--- config.mk ---
export PLATFORM = sky130hd
export DESIGN_NAME = pvp_div
export DESIGN_NICKNAME = d
export VERILOG_FILES = /design/src/design/perspective_vertex_projection_top_assert.svh /design/src/design/pvp_pkg.sv /design/src/design/pvp_div.sv
export SDC_FILE = /design/constraint.sdc
export NUM_CORES = 2
export LEC_CHECK = 0
export BUFFER_PORTS_ARGS = -buffer_cell sky130_fd_sc_hd__buf_2
export CORE_ASPECT_RATIO = 1.25
export CORE_UTILIZATION = 35
export DETAILED_ROUTE_END_ITERATION = 7
export SLEW_MARGIN = 20
export SYNTH_ARGS = -nofsm -noshare
export SYNTH_HDL_FRONTEND = slang
export SYNTH_SLANG_ARGS = --single-unit
--- constraint.sdc ---
create_clock -name clock -period 9.25 [get_ports clock]
set_input_delay 0.4625 -clock clock [delete_from_list [all_inputs] [get_ports clock]]
set_output_delay 0.4625 -clock clock [all_outputs]
set_load 0.005 [all_outputs]
--- src/design/perspective_vertex_projection_top_assert.svh ---
// Assertion macros for the perspective vertex projection block.
`ifndef PERSPECTIVE_VERTEX_PROJECTION_TOP_ASSERT_SVH
`define PERSPECTIVE_VERTEX_PROJECTION_TOP_ASSERT_SVH

// same-cycle implication, sampled on the rising clock edge
`define PVP_ASSERT_NOW(label, clk, rst, ante, cons, msg) \
   label: assert property (@(posedge clk) disable iff (rst) (ante) |-> (cons)) \
      else $error(msg);

// next-cycle implication
`define PVP_ASSERT_NEXT(label, clk, rst, ante, cons, msg) \
   label: assert property (@(posedge clk) disable iff (rst) (ante) |=> (cons)) \
      else $error(msg);

`endif

--- src/design/pvp_pkg.sv ---
// Shared constants and types for the perspective vertex projection block.
package pvp_pkg;
   localparam int unsigned SCREEN_W_DEF = 512;
   localparam int unsigned SCREEN_H_DEF = 512;

   localparam int unsigned COORD_W = 16;            // Q8.8 coordinate
   localparam int unsigned DIFF_W  = COORD_W + 1;   // vertex minus camera
   localparam int unsigned COEF_W  = 16;            // Q2.14 coefficient
   localparam int unsigned PROD_W  = DIFF_W + COEF_W;
   localparam int unsigned T_W     = 35;            // rotated coordinate
   localparam int unsigned FOCAL_W = 12;
   localparam int unsigned HALF_W  = 13;            // signed half screen size
   localparam int unsigned NUM_W   = 48;            // projection numerator
   localparam int unsigned QBITS   = 17;            // quotient magnitude bits
   localparam int unsigned DIV_LAT = QBITS + 2;
   localparam int unsigned CSR_IDX_W  = 3;
   localparam int unsigned CSR_DATA_W = 48;

   typedef enum logic [CSR_IDX_W-1:0] {
      CSR_ROT_COL0 = 3'd0,
      CSR_ROT_COL1 = 3'd1,
      CSR_ROT_COL2 = 3'd2,
      CSR_CAM_X    = 3'd3,
      CSR_CAM_Y    = 3'd4,
      CSR_CAM_Z    = 3'd5,
      CSR_FOCAL    = 3'd6
   } csr_index_type;

   typedef struct packed {
      logic signed [COORD_W-1:0] value;
      logic                      sat;
   } proj_type;
endpackage

--- src/design/pvp_div.sv ---
// Pipelined signed divider with 16-bit saturation, one quotient bit per stage.
module pvp_div
   import pvp_pkg::*;
(
   input  logic                    clock,
   input  logic                    ce,
   input  logic signed [NUM_W-1:0] num,
   input  logic signed [T_W-1:0]   den,
   output proj_type                quo
);
   localparam int unsigned CMP_W = T_W + QBITS;

   logic [NUM_W-1:0] rem_ff [QBITS+1];
   logic [T_W-1:0]   dmag_ff [QBITS+1];
   logic [QBITS-1:0] q_ff [QBITS+1];
   logic             neg_ff [QBITS+1];
   logic             ovf_ff [QBITS+1];
   proj_type         quo_ff;
   proj_type         quo_in;

   logic [NUM_W-1:0] nmag;
   logic [T_W-1:0]   dmag;

   assign nmag = num[NUM_W-1] ? NUM_W'(-num) : NUM_W'(num);
   assign dmag = den[T_W-1] ? T_W'(-den) : T_W'(den);

   // stage A: magnitudes, sign and the early out-of-range test
   always_ff @(posedge clock) begin
      if (ce) begin
         rem_ff[0]  <= nmag;
         dmag_ff[0] <= dmag;
         q_ff[0]    <= '0;
         neg_ff[0]  <= num[NUM_W-1] ^ den[T_W-1];
         ovf_ff[0]  <= CMP_W'(nmag) >= {dmag, QBITS'(0)};
      end
   end

   for (genvar j = 1; j <= QBITS; j++) begin : g_step
      localparam int unsigned B = QBITS - j;
      logic [CMP_W-1:0] trial;
      logic             take;
      assign trial = CMP_W'(dmag_ff[j-1]) << B;
      assign take  = CMP_W'(rem_ff[j-1]) >= trial;
      always_ff @(posedge clock) begin
         if (ce) begin
            rem_ff[j]  <= take ? NUM_W'(CMP_W'(rem_ff[j-1]) - trial) : rem_ff[j-1];
            dmag_ff[j] <= dmag_ff[j-1];
            q_ff[j]    <= {q_ff[j-1][QBITS-2:0], take};
            neg_ff[j]  <= neg_ff[j-1];
            ovf_ff[j]  <= ovf_ff[j-1];
         end
      end
   end

   logic [QBITS-1:0] qneg;
   logic             big;
   assign qneg = QBITS'(-q_ff[QBITS]);
   // negative side reaches one step further
   assign big = ovf_ff[QBITS] ||
                (neg_ff[QBITS] ? (q_ff[QBITS] > QBITS'(32768))
                               : (q_ff[QBITS] > QBITS'(32767)));

   always_comb begin
      quo_in.sat = big;
      if (big) begin
         quo_in.value = neg_ff[QBITS] ? 16'sh8000 : 16'sh7fff;
      end else begin
         quo_in.value = neg_ff[QBITS] ? signed'(qneg[COORD_W-1:0])
                                      : signed'(q_ff[QBITS][COORD_W-1:0]);
      end
   end

   always_ff @(posedge clock) begin
      if (ce) begin
         quo_ff <= quo_in;
      end
   end

   assign quo = quo_ff;
endmodule
* Word level (Yosys, flattened, before mapping)
Memories as Yosys holds them, arrays and structs flattened.
Cells that the tools add are included.
** Operators by class
- Add/subtract/negate cells :: 20
- $mul :: 0
- Divide/modulo/power cells :: 0
- Magnitude comparators :: 20
- Equality and inequality tests :: 0
- Shift-type cells :: 0
- Multiplexer cells :: 25
- Bitwise logic cells :: 1
- Reduce and logical (&&, ||, !) cells :: 1
** Operator list (count)
- 48-bit two-way mux :: 18
- 48-bit subtractor :: 4
- 48-bit by 52-bit >= comparator with 1-bit output :: 1
- 48-bit by 51-bit >= comparator with 1-bit output :: 1
- 48-bit by 50-bit >= comparator with 1-bit output :: 1
- 48-bit by 49-bit >= comparator with 1-bit output :: 1
- 48-bit by 35-bit >= comparator with 1-bit output :: 1
- 48-bit by 36-bit >= comparator with 1-bit output :: 1
- 48-bit by 37-bit >= comparator with 1-bit output :: 1
- 48-bit by 38-bit >= comparator with 1-bit output :: 1
- 48-bit by 39-bit >= comparator with 1-bit output :: 1
- 48-bit by 40-bit >= comparator with 1-bit output :: 1
- 48-bit by 41-bit >= comparator with 1-bit output :: 1
- 48-bit by 42-bit >= comparator with 1-bit output :: 1
- 48-bit by 43-bit >= comparator with 1-bit output :: 1
- 48-bit by 44-bit >= comparator with 1-bit output :: 1
- 48-bit by 45-bit >= comparator with 1-bit output :: 1
- 48-bit by 46-bit >= comparator with 1-bit output :: 1
- 48-bit by 47-bit >= comparator with 1-bit output :: 1
- 48-bit >= comparator :: 1
- 16-bit two-way mux :: 3
- 48-bit negation :: 1
- 48-bit by 35-bit subtractor with 48-bit output :: 1
- 48-bit by 36-bit subtractor with 48-bit output :: 1
- other kinds (19) :: 21
** Storage, ports and cells
- Register bits :: 17
- Bits in latches :: 0
- Bits in writable memories :: 1836
- ROM bits :: 0
- Input port bits :: 85
- Output and inout port bits :: 17
- Memories kept :: 5
** Memory list
- rem_ff :: words 18, width 48, read ports 17, clocked after Yosys merged registers in 0, wr ports 18, RTL line pvp_div.sv:13 : logic [NUM_W-1:0] rem_ff [QBITS+1];
- dmag_ff :: words 18, width 35, read ports 17, clocked after Yosys merged registers in 0, wr ports 18, RTL line pvp_div.sv:14 : logic [T_W-1:0] dmag_ff [QBITS+1];
- q_ff :: words 18, width 17, read ports 18, clocked after Yosys merged registers in 0, wr ports 18, RTL line pvp_div.sv:15 : logic [QBITS-1:0] q_ff [QBITS+1];
- neg_ff :: words 18, width 1, read ports 18, clocked after Yosys merged registers in 0, wr ports 18, RTL line pvp_div.sv:16 : logic neg_ff [QBITS+1];
- ovf_ff :: words 18, width 1, read ports 18, clocked after Yosys merged registers in 0, wr ports 18, RTL line pvp_div.sv:17 : logic ovf_ff [QBITS+1];

* Longest topological paths before layout
An unclocked memory read counts as a cell.
- Word-level depth :: 5
- Gate-level depth with buffers :: 21
- Depth with buffers taken out :: 20

* Worst setup path before layout
No wires, ideal clock.
- Kind :: input-to-reg
- Start :: input num[10]
- End :: memory ovf_ff[0] (data pin)
- Library setup time :: 132 ps
- Arrival time :: 4838 ps
- Required time :: 9118 ps
- Setup slack :: 4279 ps
- Stages :: 19
- Path buffers :: 0
- Cell sequence :: or4_1 or2_1 or3_4 nor3_4 nand3_2 or4_4 nand2b_4 or3_4 o31ai_4 xnor2_1 ha_1 nand4_1 nor4_1 nand3_1 or4_1 nor3_1 nand4_1 o211ai_1 o2111a_1
** RTL lines
- start: declaration :: RTL line pvp_div.sv:7 : input logic signed [NUM_W-1:0] num,
- end: declaration :: RTL line pvp_div.sv:17

==> results.md <==
* TritonCTS Buffers at around 190
* Routed length per instance at approximately 17 µm
* Worst-path clk slew at roughly 0.06 ns
* Placed insts at between 10000 and 15000
* Internal at 19.47 mW
* # clock sinks at 1617
* TNS Setup at 0 ns
* Die Y at ~570 µm
* Antenna-violating nets left at 0
* Vias at 61408
* Crit path DAT at approximately 6.9 ns
* Design Area, Final at approximately 100000 µm²
* Core Rows at between 200 and 250
* DR pass1 iterations at 6
* Critical Path Sink: ovf_ff[0]
* Largest net degree at the start of global routing at 210
* Critical Path Sink Type: flip-flop
* Register area share after synthesis at 0.5304
* Sw frac at 0.3540
* Die area at between 200000 and 300000 µm²
* Vias/cell at between 5 and 6
* Placer congestion estimate at 0.9300
* Ys flop type: edfxtp_1
* Sequential cell area at between 40000 and 50000 µm²
* Min Tclk post-route at approximately 6 ns
* Combinational power share at 0.397
* First-pass GRT wire length at between 300 and 400 mm
* Critical path type: primary input to flip-flop
* Clock Latency Late Sink at 0.86 ns
* Mapped Cells at a little over 8000
* Area delta synth->final at 12.25%
* Number of I/O pins at about 100
* Hold Vio Cnt, Final at 0
* Worst vdd ir at 0.1497 mV
* Critical Path RT at 9.94 ns
* Initial cell density of the core at 0.3526
* Starting DRT DRC Count at around 3400
* IO buf count at approximately 100
* RR Endpoint: rem_ff[1][20]
* P_sw at between 10 and 15 mW
* Sequential power share at 0.368
* GRT Total Usage at 0.1564
* Net count after synthesis at between 8000 and 9000
* Hold slack final at 0.07131 ns
* Post-synth EDFFs at roughly 1600
* Syn_area_per_cell at about 11 µm²
* Share of layout cells above drive strength 1 at 0.05958
* CTS tree: done
* RSZ-0062 raised after global routing: no
* Drt drc at 0
* RR Startpoint: dmag_ff[0][1]
* CTS root buffer: clkbuf_16
* Yosys warns at 0
* Flop-to-flop setup slack at 4.32 ns
* PwrDens at ~290 nW/µm²
* Final setup violation count at 0
* Post-DP HPWL at between 150 and 200 mm
* FMAX at between 150 and 200 MHz
* Netlist cell types at 93
* Tcrit/Tclk final at 0.6686
* Post-Syn Area at between 90000 and 100000 µm²
* Worst Tran Pin Value at ~1.2 ns
* Worst Reg-to-Reg Cells at 12
* Slew Limit Fails at 0
* Crit Path Max Fanout at 4
* Vias in the first global route at roughly 64000
* Nets at between 9000 and 10000
* Number of max-cap violations at 0
* Final Non-Filler Cells at between 10000 and 15000
* Max Root-Sink Buffers at 4
* Core box area at ~260000 µm²
* Slew Limit Headroom at 0.1958
* Total gr overflow at 0
* Crit path launch: num[10]
* Clk pwr share at 0.235
* Placed cell area at 96280 µm²
* Status: complete, no violations
* FFs w/ async S/R, synth at 0
* Seq cells post-synth at approximately 1600
* Min-Delay Path Class: primary input to flip-flop
* H-tree depth at 4
* Critical path startpoint category: primary input
* # fillers at between 20000 and 25000
* Drt total wl at 210.4 mm
* Initial antenna violation count at 1
* Post-CTS setup buffers at 0
* Clk_skew at about 0.057 ns
* Leakage Power at 40.86 nW
* Die width at roughly 460 µm
* Multi-input logic area at ~39000 µm²
* Tot Pwr at between 30 and 40 mW
## synthesized netlist by cell type (17+ instances only)
cell type | n | area [µm²]
xor2_1 | 260 | 2277
nor4b_1 | 21 | 183.9
mux2_2 | 28 | 315.3
o21ai_0 | 250 | 1251
inv_1 | 770 | 2890
nor3b_1 | 23 | 172.7
and2_1 | 32 | 200.2
o31ai_1 | 56 | 420.4
o41ai_1 | 23 | 201.4
o31a_1 | 21 | 183.9
a21oi_1 | 687 | 3438
and4_1 | 21 | 183.9
mux2_1 | 138 | 1554
xnor2_1 | 368 | 3223
nand3_1 | 119 | 595.6
clkbuf_1 | 188 | 705.7
nor2b_1 | 92 | 575.6
a21o_1 | 354 | 2658
edfxtp_1 | 1617 | 48560
nor3_1 | 132 | 660.6
or2_2 | 19 | 118.9
mux2i_1 | 22 | 220.2
nor4_1 | 71 | 444.2
a221oi_1 | 22 | 192.7
and3_1 | 61 | 381.6
o21ai_1 | 255 | 1276
o21a_1 | 67 | 503.0
or4_1 | 17 | 127.6
a211oi_1 | 54 | 405.4
nand2_1 | 600 | 2252
o211ai_1 | 33 | 247.7
nand2b_1 | 101 | 631.9
or3_1 | 39 | 244.0
nor2_1 | 483 | 1813
o21bai_1 | 67 | 503.0
a211o_1 | 18 | 157.7
ha_1 | 624 | 7807
a31oi_1 | 79 | 494.2
nand4_1 | 100 | 625.6
## how the worst min path moves through the flow
stage / from / endpoint / slack [ns] / depth (start not counted)
after floorplan: neg_ff[9] / neg_ff[10] / 0.40 / 0
after global placement: q_ff[5][2] / q_ff[6][3] / 0.40 / 0
after detailed placement: neg_ff[15] / neg_ff[16] / 0.40 / 0
after CTS: num[2] / rem_ff[0][2] / 0.002 / 2
after global routing: num[2] / rem_ff[0][2] / 0.04 / 2
final: num[2] / rem_ff[0][2] / 0.07 / 2
## registers in the layout, summed over array words and instances, names as in the netlist
register,count
quo,17
dmag_ff,595
q_ff,153
ovf_ff,18
rem_ff,816
neg_ff,18
## cell usage in the layout, fill, tap and decap left out, types with 33 or more instances in the layout
| cell type | synthesis | final |
|---|---|---|
| a21oi_1 | 687 | 684 |
| o31ai_1 | 56 | 56 |
| ha_1 | 624 | 624 |
| edfxtp_1 | 1617 | 1617 |
| or3_1 | 39 | 39 |
| mux2_1 | 138 | 138 |
| a21o_1 | 354 | 354 |
| nor2b_1 | 92 | 92 |
| nor2_1 | 483 | 483 |
| xnor2_1 | 368 | 368 |
| dlygate4sd3_1 | 0 | 69 |
| o21ai_1 | 255 | 253 |
| xor2_1 | 260 | 260 |
| buf_4 | 0 | 45 |
| o21ai_0 | 250 | 250 |
| nand2b_1 | 101 | 101 |
| inv_1 | 770 | 770 |
| nor3_1 | 132 | 132 |
| a211oi_1 | 54 | 54 |
| a31oi_1 | 79 | 76 |
| o21bai_1 | 67 | 67 |
| buf_2 | 11 | 100 |
| clkbuf_16 | 0 | 191 |
| and3_1 | 61 | 61 |
| clkinv_1 | 0 | 41 |
| o21a_1 | 67 | 67 |
| nand4_1 | 100 | 100 |
| o211ai_1 | 33 | 33 |
| nand3_1 | 119 | 119 |
| nor4_1 | 71 | 67 |
| nand2_1 | 600 | 600 |
## cell families (layout without fill, tap and decap cells)
| kind of cell | after synthesis | in the layout | synth area share |
|---|---|---|---|
| XOR/XNOR | 628 | 628 | 0.06008 |
| buffers and inverters | 988 | 1319 | 0.04069 |
| flip-flops | 1617 | 1617 | 0.5304 |
| AO/OA/AOI/OAI | 2188 | 2188 | 0.1500 |
| AND/OR/NAND/NOR | 1997 | 1997 | 0.1072 |
| other | 0 | 1 | 0 |
| multiplexers | 188 | 188 | 0.02282 |
| adder cells (fa/ha/maj) | 640 | 640 | 0.08878 |
## cell type report
type,count,share of cell area
Tap cell,3481,0.04238
Antenna cell,1,0.00002435
Multi-Input combinational cell,5641,0.3840
Inverter,780,0.02849
Sequential cell,1617,0.4725
Timing Repair Buffer,221,0.01624
Clock inverter,95,0.008705
Clock buffer,223,0.04768
## power groups by stage
stage / combinational [mW] / clock (mW) / sequential (mW)
global placement: 11.7 / 0 / 11.2
CTS: 12.0 / 7.32 / 11.1
detailed placement: 11.9 / 0 / 11.2
global route: 13.3 / 7.59 / 11.3
finish: 12.0 / 7.08 / 11.1
floorplan: 8.99 / 0 / 10.9
## critical path, stage by stage
cell	delay (ns)
dlygate4sd3_1	0.54
buf_2	0.14
or4_1	0.53
or2_1	0.26
or3_4	0.43
nor3_4	0.16
nand3_2	0.16
or4_4	0.55
nand2b_4	0.18
or3_4	0.39
o31ai_4	0.18
xnor2_1	0.12
ha_1	0.31
nand4_1	0.21
nor4_1	0.81
nand3_1	0.14
or4_1	0.41
nor3_1	0.15
nand4_1	0.30
o211ai_1	0.20
o2111a_1	0.23
## metal layers
| metal | track usage | vias to the layer above | wire [µm] |
|---|---|---|---|
| met1 | 0.1386 | 28787 | 71940 |
| met2 | 0.3134 | 1174 | 115400 |
| li1 | - | 30803 | - |
| met3 | 0.02035 | 644 | 5959 |
| met4 | 0.1164 | 0 | 17150 |
| met5 | 0 | - | 0 |
## metrics by stage
step | utilization | setup slack [ns]
after global placement | 0.3708 | 2.598
after global routing | 0.3957 | 2.829
after detailed placement | 0.3708 | 2.625
final | 0.3958 | 3.066
after CTS | 0.3957 | 2.969
after floorplan | - | 4.279
## repair_timing
action	in CTS	in global routing
hold endpoints to repair	71	0
gates resized for setup	0	0
hold buffers	69	0
Note: power is estimated with default switching activity, not from simulation.
